[src/hdl/sktrq_pkg.sv]
`default_nettype none
// ----------------------------------------------------------------------------
// sktrq_pkg
// shared constants, codes and beat types for the sorted key table
// ----------------------------------------------------------------------------
package sktrq_pkg;

  localparam int DEPTH    = 64;
  localparam int KEY_BITS = 32;
  localparam int TAG_BITS = 16;
  localparam int RANK_W   = 6;
  localparam int CL_W     = 8;
  localparam int CE_W     = 7;

  // count of stored entries, can hold DEPTH itself
  localparam int CNT_W = $clog2(DEPTH + 1);
  // width for rank against count/index compares
  localparam int CMP_W = (CNT_W > RANK_W) ? CNT_W : RANK_W;

  // reduction tree geometry
  localparam int GROUP  = 8;
  localparam int NGROUP = (DEPTH + GROUP - 1) / GROUP;
  localparam int PAD    = NGROUP * GROUP;
  localparam int GCNT_W = $clog2(GROUP + 1);

  // count_less when the query key is below every stored key
  localparam logic signed [CL_W-1:0] CL_BELOW = CL_W'(-1);

  typedef enum logic [1:0] {
    OP_CLEAR  = 2'd0,
    OP_INSERT = 2'd1,
    OP_QUERY  = 2'd2,
    OP_READ   = 2'd3
  } op_e_t;

  typedef enum logic [1:0] {
    ST_OK    = 2'd0,
    ST_FULL  = 2'd1,
    ST_EMPTY = 2'd2,
    ST_RANGE = 2'd3
  } st_e_t;

  typedef struct packed {
    op_e_t                       opcode;
    logic signed [KEY_BITS-1:0]  key;
    logic        [TAG_BITS-1:0]  tag;
    logic        [RANK_W-1:0]    rank;
  } in_item_t;

  typedef struct packed {
    st_e_t                       status;
    logic signed [CL_W-1:0]      count_less;
    logic        [CE_W-1:0]      count_equal;
    logic signed [KEY_BITS-1:0]  entry_key;
    logic        [TAG_BITS-1:0]  entry_tag;
  } out_result_t;

  // control broadcast to every cell
  typedef struct packed {
    logic                        ins_en;
    logic                        rd_en;
    logic signed [KEY_BITS-1:0]  key;
    logic        [TAG_BITS-1:0]  tag;
    logic        [RANK_W-1:0]    rank;
    logic        [CNT_W-1:0]     count;
  } cell_ctl_t;

  // registered compare flags and gated read data from one cell
  typedef struct packed {
    logic                        lt;
    logic                        eq;
    logic signed [KEY_BITS-1:0]  key;
    logic        [TAG_BITS-1:0]  tag;
  } cell_tap_t;

endpackage
`default_nettype wire

[src/hdl/sktrq_cell.sv]
`default_nettype none
// ----------------------------------------------------------------------------
// sktrq_cell
// one table slot: holds a key and tag, compares against the broadcast key
// and takes its left neighbor's entry when an insert lands below it
// ----------------------------------------------------------------------------
module sktrq_cell (
  input  wire logic                              clk,
  input  wire logic [sktrq_pkg::CNT_W-1:0]       cell_idx,
  input  wire sktrq_pkg::cell_ctl_t              ctl,
  input  wire logic                              prev_shift,
  input  wire logic signed [sktrq_pkg::KEY_BITS-1:0] prev_key,
  input  wire logic [sktrq_pkg::TAG_BITS-1:0]    prev_tag,
  output logic                                   shift,
  output logic signed [sktrq_pkg::KEY_BITS-1:0]  key,
  output logic [sktrq_pkg::TAG_BITS-1:0]         tag,
  output sktrq_pkg::cell_tap_t                   tap
);

  logic signed [sktrq_pkg::KEY_BITS-1:0] key_r, key_nxt;
  logic [sktrq_pkg::TAG_BITS-1:0]        tag_r, tag_nxt;
  sktrq_pkg::cell_tap_t                  tap_r, tap_nxt;
  logic                                  occ;
  logic                                  at_end;
  logic                                  load;
  logic                                  sel;

  always_comb begin
    occ    = ctl.count > cell_idx;
    at_end = ctl.count == cell_idx;
    // strictly greater: equal keys stay ahead, so ties keep arrival order
    shift  = occ && ($signed(key_r) > $signed(ctl.key));
    load   = ctl.ins_en && (shift || at_end);
    if (prev_shift) begin
      key_nxt = prev_key;
      tag_nxt = prev_tag;
    end else begin
      key_nxt = ctl.key;
      tag_nxt = ctl.tag;
    end

    sel = ctl.rd_en && occ &&
          (sktrq_pkg::CMP_W'(cell_idx) == sktrq_pkg::CMP_W'(ctl.rank));
    tap_nxt.lt  = occ && ($signed(key_r) < $signed(ctl.key));
    tap_nxt.eq  = occ && (key_r == ctl.key);
    tap_nxt.key = sel ? key_r : '0;
    tap_nxt.tag = sel ? tag_r : '0;
  end

  always_ff @(posedge clk) begin
    if (load) begin
      key_r <= key_nxt;
      tag_r <= tag_nxt;
    end
    tap_r <= tap_nxt;
  end

  assign key = key_r;
  assign tag = tag_r;
  assign tap = tap_r;

endmodule
`default_nettype wire

[config.mk]
export PLATFORM = sky130hd
export DESIGN_NAME = sktrq_cell
export DESIGN_NICKNAME = d
export VERILOG_FILES = /design/src/hdl/sktrq_pkg.sv /design/src/hdl/sktrq_cell.sv
export SDC_FILE = /design/constraint.sdc
export NUM_CORES = 1
export LEC_CHECK = 0
export BUFFER_PORTS_ARGS = -buffer_cell sky130_fd_sc_hd__buf_2
export CORE_UTILIZATION = 50
export DETAILED_ROUTE_END_ITERATION = 7
export PLACE_DENSITY_LB_ADDON = 0.15
export REMOVE_ABC_BUFFERS = 1
export SETUP_SLACK_MARGIN = 0.02
export SYNTH_ARGS = -nofsm -noshare
export SYNTH_HDL_FRONTEND = slang
export SYNTH_SLANG_ARGS = --single-unit
[constraint.sdc]
create_clock -name clk -period 9.3 [get_ports clk]
set_input_delay 0.93 -clock clk [delete_from_list [all_inputs] [get_ports clk]]
set_output_delay 0.93 -clock clk [all_outputs]
set_load 0.02 [all_outputs]
==> results.md <==
Clocking:
- Clock-pin slew was measured on the worst setup and hold paths at 0.10 ns.
- The number of sinks handled by clock tree synthesis is 98.
- The number of clock buffers added by TritonCTS is 9.
- The root buffer cell is sky130_fd_sc_hd__clkbuf_8.
- The H-tree depth is 3.
- The count of cells resized by post-cts repair is 0.
- The clock tree from TritonCTS is yes.
- The number of hold-repair buffers added at the cts stage is 0.
- In this run the deepest clock path goes through 2 buffers.
- At the later pin of the worst-skew pair, clock insertion delay measures 0.36 ns.
- After clock tree synthesis, the setup repair step added 0 buffers.

Synth:
- After synthesis, the cell types taking the most area are sky130_fd_sc_hd__edfxtp_1 (33%), sky130_fd_sc_hd__dfxtp_1 (23%), sky130_fd_sc_hd__ha_1 (11%).
- The synthesized netlist occupies a cell area of 0.00441 mm².
- The area fraction of the dominant cell type after synthesis is 0.327.
- The total number of yosys warnings is 0.
- The sequential fraction of the synthesis area is 0.554.
- The cell taking the most area after synthesis is sky130_fd_sc_hd__edfxtp_1.
- Counting distinct cell types in the post-synthesis netlist gives 40.
- The number of instances in the synthesized netlist is 391.
- The mean cell area of the mapped netlist is 11.3 µm².
- The total of flip-flops plus latches after synthesis is 98.

Critical path:
- Of all nets on the critical path, the largest fanout is 28.
- The worst setup path is launched from an input pin.
- The critical path is of the input pin to register type.
- Walking the worst path, the cells encountered are buf_2, inv_1, ha_1, and3_4, a221o_1, a211o_1, a221oi_2, a211oi_2, o31ai_4, buf_4.
- The highest cell delay on the worst timing path is 0.86 ns.
- The required arrival time at the worst endpoint is 9.33 ns.
- For the worst setup path, the data arrival time is 3.89 ns.
- The master of the slowest instance on the critical path is sky130_fd_sc_hd__o31ai_4.
- The worst setup path is captured at a register.

Finish:
- The count of fill cells added during filler insertion is 657.
- The total area of sequential cells is 0.00244 mm².
- The final-stage net count is 768.
- 0 antenna diodes ended up in the layout.
- The area occupied by multi-input gates is 0.00178 mm².
- Of the cells placed in the final design, the portion with a size suffix greater than 1 is 0.433.
- The area growth from synthesis to layout is 32.1%.

STA:
- Setup repair after global routing left no endpoint under its margin.
- For the pin with the worst max-slew slack, the measured transition is 1.01 ns.
- For the final routed database, the setup TNS stands at 0 ns.
- The number of hold-slack violations in the final timing report is 0.
- The largest clock skew in the final design is 0.0115 ns.
- The final critical path time including I/O delays and setup is 3.87 ns.
- Derived from the worst setup path, the maximum achievable clock frequency is 259 MHz.
- In the finished design, the share of the clock period the worst path needs comes to 0.416.
- The max-slew violation count is 0.
- The max-slew headroom at the worst pin is 0.325.
- The worst setup slack after layout is 5.43 ns.
- Setup violations remaining at the end of the flow were counted as 0.

Outcome:
- The run finished with clean final reports.

Routing:
- For this run, design rule violations remaining after detail routing come to 0.
- The first routing iteration left 84 violations.
- The remaining antenna violation count is 0.
- The routed wire length is 9950 µm.
- The mean routed wirelength per cell is 13.8 µm.
- The per-cell via count in the routed design is 4.94.
- Summing over every cut layer, the via total after detailed routing is 3549.
- The first detailed-routing pass ran for 4 iterations.

Power and ir drop:
- The net load switching power is 233 µW.
- The share of total power dissipated in the clock network is 0.328.
- The sequential fraction of design power is 0.535.
- The internal portion of total power is 652 µW.
- Power spread over the standard cell area amounts to 152 mW/mm².
- Of the total power, combinational logic draws 0.137.
- Of the total power, the share spent switching nets is 0.263.
- Overall power consumption after layout is estimated at 884 µW.
- The worst-case IR drop observed on VDD is 0.0931 mV.
- The analysis attributes to cell leakage a power of 2.90 nW.

Placed design:
- Summed over all nets, the half-perimeter wirelength after detailed placement is 7760 µm.
- Timing analysis after detailed placement gives a worst setup slack of 5.03 ns.
- The number of port buffers is 218.
- The placer's final routability congestion estimate is 0.814.

GRT:
- The initial antenna violation count was 0.
- The via count of the first global-routing pass is 3180.
- The global route total overflow is 0.
- The global-route wire length before repair is 14700 µm.
- Entering global routing, the biggest net connects 80 pins.
- The global router's overall resource usage is 0.217.

Floorplan:
- The full die area is 0.00919 mm².
- The height of the chip is 95.9 µm.
- The standard-cell row count is 33.
- During I/O placement, the number of pins put on the boundary was 219.
- The horizontal die dimension is 95.9 µm.
- The region available for standard cell placement spans 0.00838 mm².
- The initial utilization of the core area, before any placement, comes to 0.526.

Job:
- The number of maximum-capacitance constraint violations is 0.

Hold path:
- The min-delay analysis places its worst path in the category register to register.
## registers in the layout, indices dropped and copies added (netlist names)
| register | count |
|---|---|
| key | 32 |
| tag | 16 |
| tap | 50 |
## power by group through the flow
stage                     clock network (mW)  registers (mW)  logic (mW)
after CTS                              0.296           0.474       0.123
after detailed placement                   0           0.484       0.122
after floorplan                            0           0.496      0.0537
after global routing                   0.316           0.475       0.135
after global placement                     0           0.483       0.119
final                                  0.290           0.474       0.121
## routing by layer
layer | wire length, µm | share of wire | vias to the layer above | GRT usage
met3 | 700 | 0.070 | 11 | 0.0592
met1 | 4060 | 0.41 | 1623 | 0.259
li1 | - | - | 1775 | -
met5 | 0 | 0 | - | 0
met2 | 5050 | 0.51 | 140 | 0.374
met4 | 141 | 0.014 | 0 | 0.0771
## layout make-up
class,instances,area share
Clock buffer,9,0.0213
Clock inverter,7,0.0142
Inverter,39,0.0251
Multi-Input combinational cell,240,0.306
Sequential cell,98,0.419
Tap cell,105,0.0226
Timing Repair Buffer,221,0.191
## synth_stat cells
| cell | n |
|---|---|
| sky130_fd_sc_hd__o41a_1 | 1 |
| sky130_fd_sc_hd__nor3_1 | 3 |
| sky130_fd_sc_hd__nor4_2 | 1 |
| sky130_fd_sc_hd__o211ai_1 | 1 |
| sky130_fd_sc_hd__nor3b_2 | 1 |
| sky130_fd_sc_hd__and3_4 | 1 |
| sky130_fd_sc_hd__o22ai_1 | 1 |
| sky130_fd_sc_hd__and2_1 | 48 |
| sky130_fd_sc_hd__buf_2 | 3 |
| sky130_fd_sc_hd__a221oi_2 | 1 |
| sky130_fd_sc_hd__o31ai_2 | 1 |
| sky130_fd_sc_hd__and3_2 | 1 |
| sky130_fd_sc_hd__inv_1 | 39 |
| sky130_fd_sc_hd__xor2_1 | 2 |
| sky130_fd_sc_hd__ha_1 | 39 |
| sky130_fd_sc_hd__o21a_1 | 3 |
| sky130_fd_sc_hd__xnor2_1 | 4 |
| sky130_fd_sc_hd__nand2b_2 | 1 |
| sky130_fd_sc_hd__a211o_1 | 1 |
| sky130_fd_sc_hd__a21o_1 | 4 |
| sky130_fd_sc_hd__a21boi_2 | 1 |
| sky130_fd_sc_hd__o21ai_2 | 1 |
| sky130_fd_sc_hd__and4_1 | 1 |
| sky130_fd_sc_hd__nand4_1 | 6 |
| sky130_fd_sc_hd__dfxtp_1 | 50 |
| sky130_fd_sc_hd__a221o_1 | 1 |
| sky130_fd_sc_hd__o21ai_0 | 33 |
| sky130_fd_sc_hd__a211oi_1 | 2 |
| sky130_fd_sc_hd__nor2b_1 | 3 |
| sky130_fd_sc_hd__clkbuf_1 | 11 |
| sky130_fd_sc_hd__mux2_2 | 17 |
| sky130_fd_sc_hd__a21boi_0 | 1 |
| sky130_fd_sc_hd__nand3_1 | 8 |
| sky130_fd_sc_hd__edfxtp_1 | 48 |
| sky130_fd_sc_hd__nand2_1 | 36 |
| sky130_fd_sc_hd__a211oi_2 | 1 |
| sky130_fd_sc_hd__nor2_1 | 3 |
| sky130_fd_sc_hd__a21oi_1 | 10 |
| sky130_fd_sc_hd__nor3b_1 | 1 |
| sky130_fd_sc_hd__nor2b_2 | 1 |
## logic make-up after synthesis
logic type / Yosys count / synth area share
XOR/XNOR: 6 / 0.0119
AND/OR/NAND/NOR: 115 / 0.144
AO/OA/AOI/OAI: 63 / 0.0894
flip-flops: 98 / 0.554
buffers and inverters: 53 / 0.0460
adder cells (fa/ha/maj): 39 / 0.111
multiplexers: 17 / 0.0434
## path summary, 6_finish.rpt
check | to | startpoint | slack [ns] | cells after the start
worst max-delay path | key[18] | ctl[48] | 5.43 | 10
worst min register to register | tap[2] | tag[2] | 0.47 | 1
worst max register to register | key[18] | key[19] | 5.70 | 8
worst min-delay path | tap[2] | tag[2] | 0.47 | 1
## worst max-delay path: cells and delay by family
kind / cells / cell delay [ns]
compound gates: 5 / 1.83
fa+ha+maj: 1 / 0.30
buf+inv: 3 / 0.62
simple gates: 1 / 0.18
## per-stage QoR
stage                     cells   util  cell area, µm²  hold slack (ns)
final                       719  0.695            5820            0.474
after global routing        719  0.695            5820            0.493
after CTS                   719  0.695            5820            0.474
after detailed placement    703  0.670            5620            0.453
after global placement      703  0.670            5620            0.449
after floorplan             377      -            4350            0.608
## placed cells by master (no fill, tap or decap), drive strengths merged, types with 4 or more instances in the layout
master    n
a21oi    10
inv      43
and2     48
nand3     8
ha       39
a21o      4
nor2b     4
nand2    36
nand4     6
clkbuf    9
buf     221
dfxtp    50
edfxtp   48
xnor2     4
o21ai    34
mux2     17
Note: power is estimated with default switching activity, not from simulation.
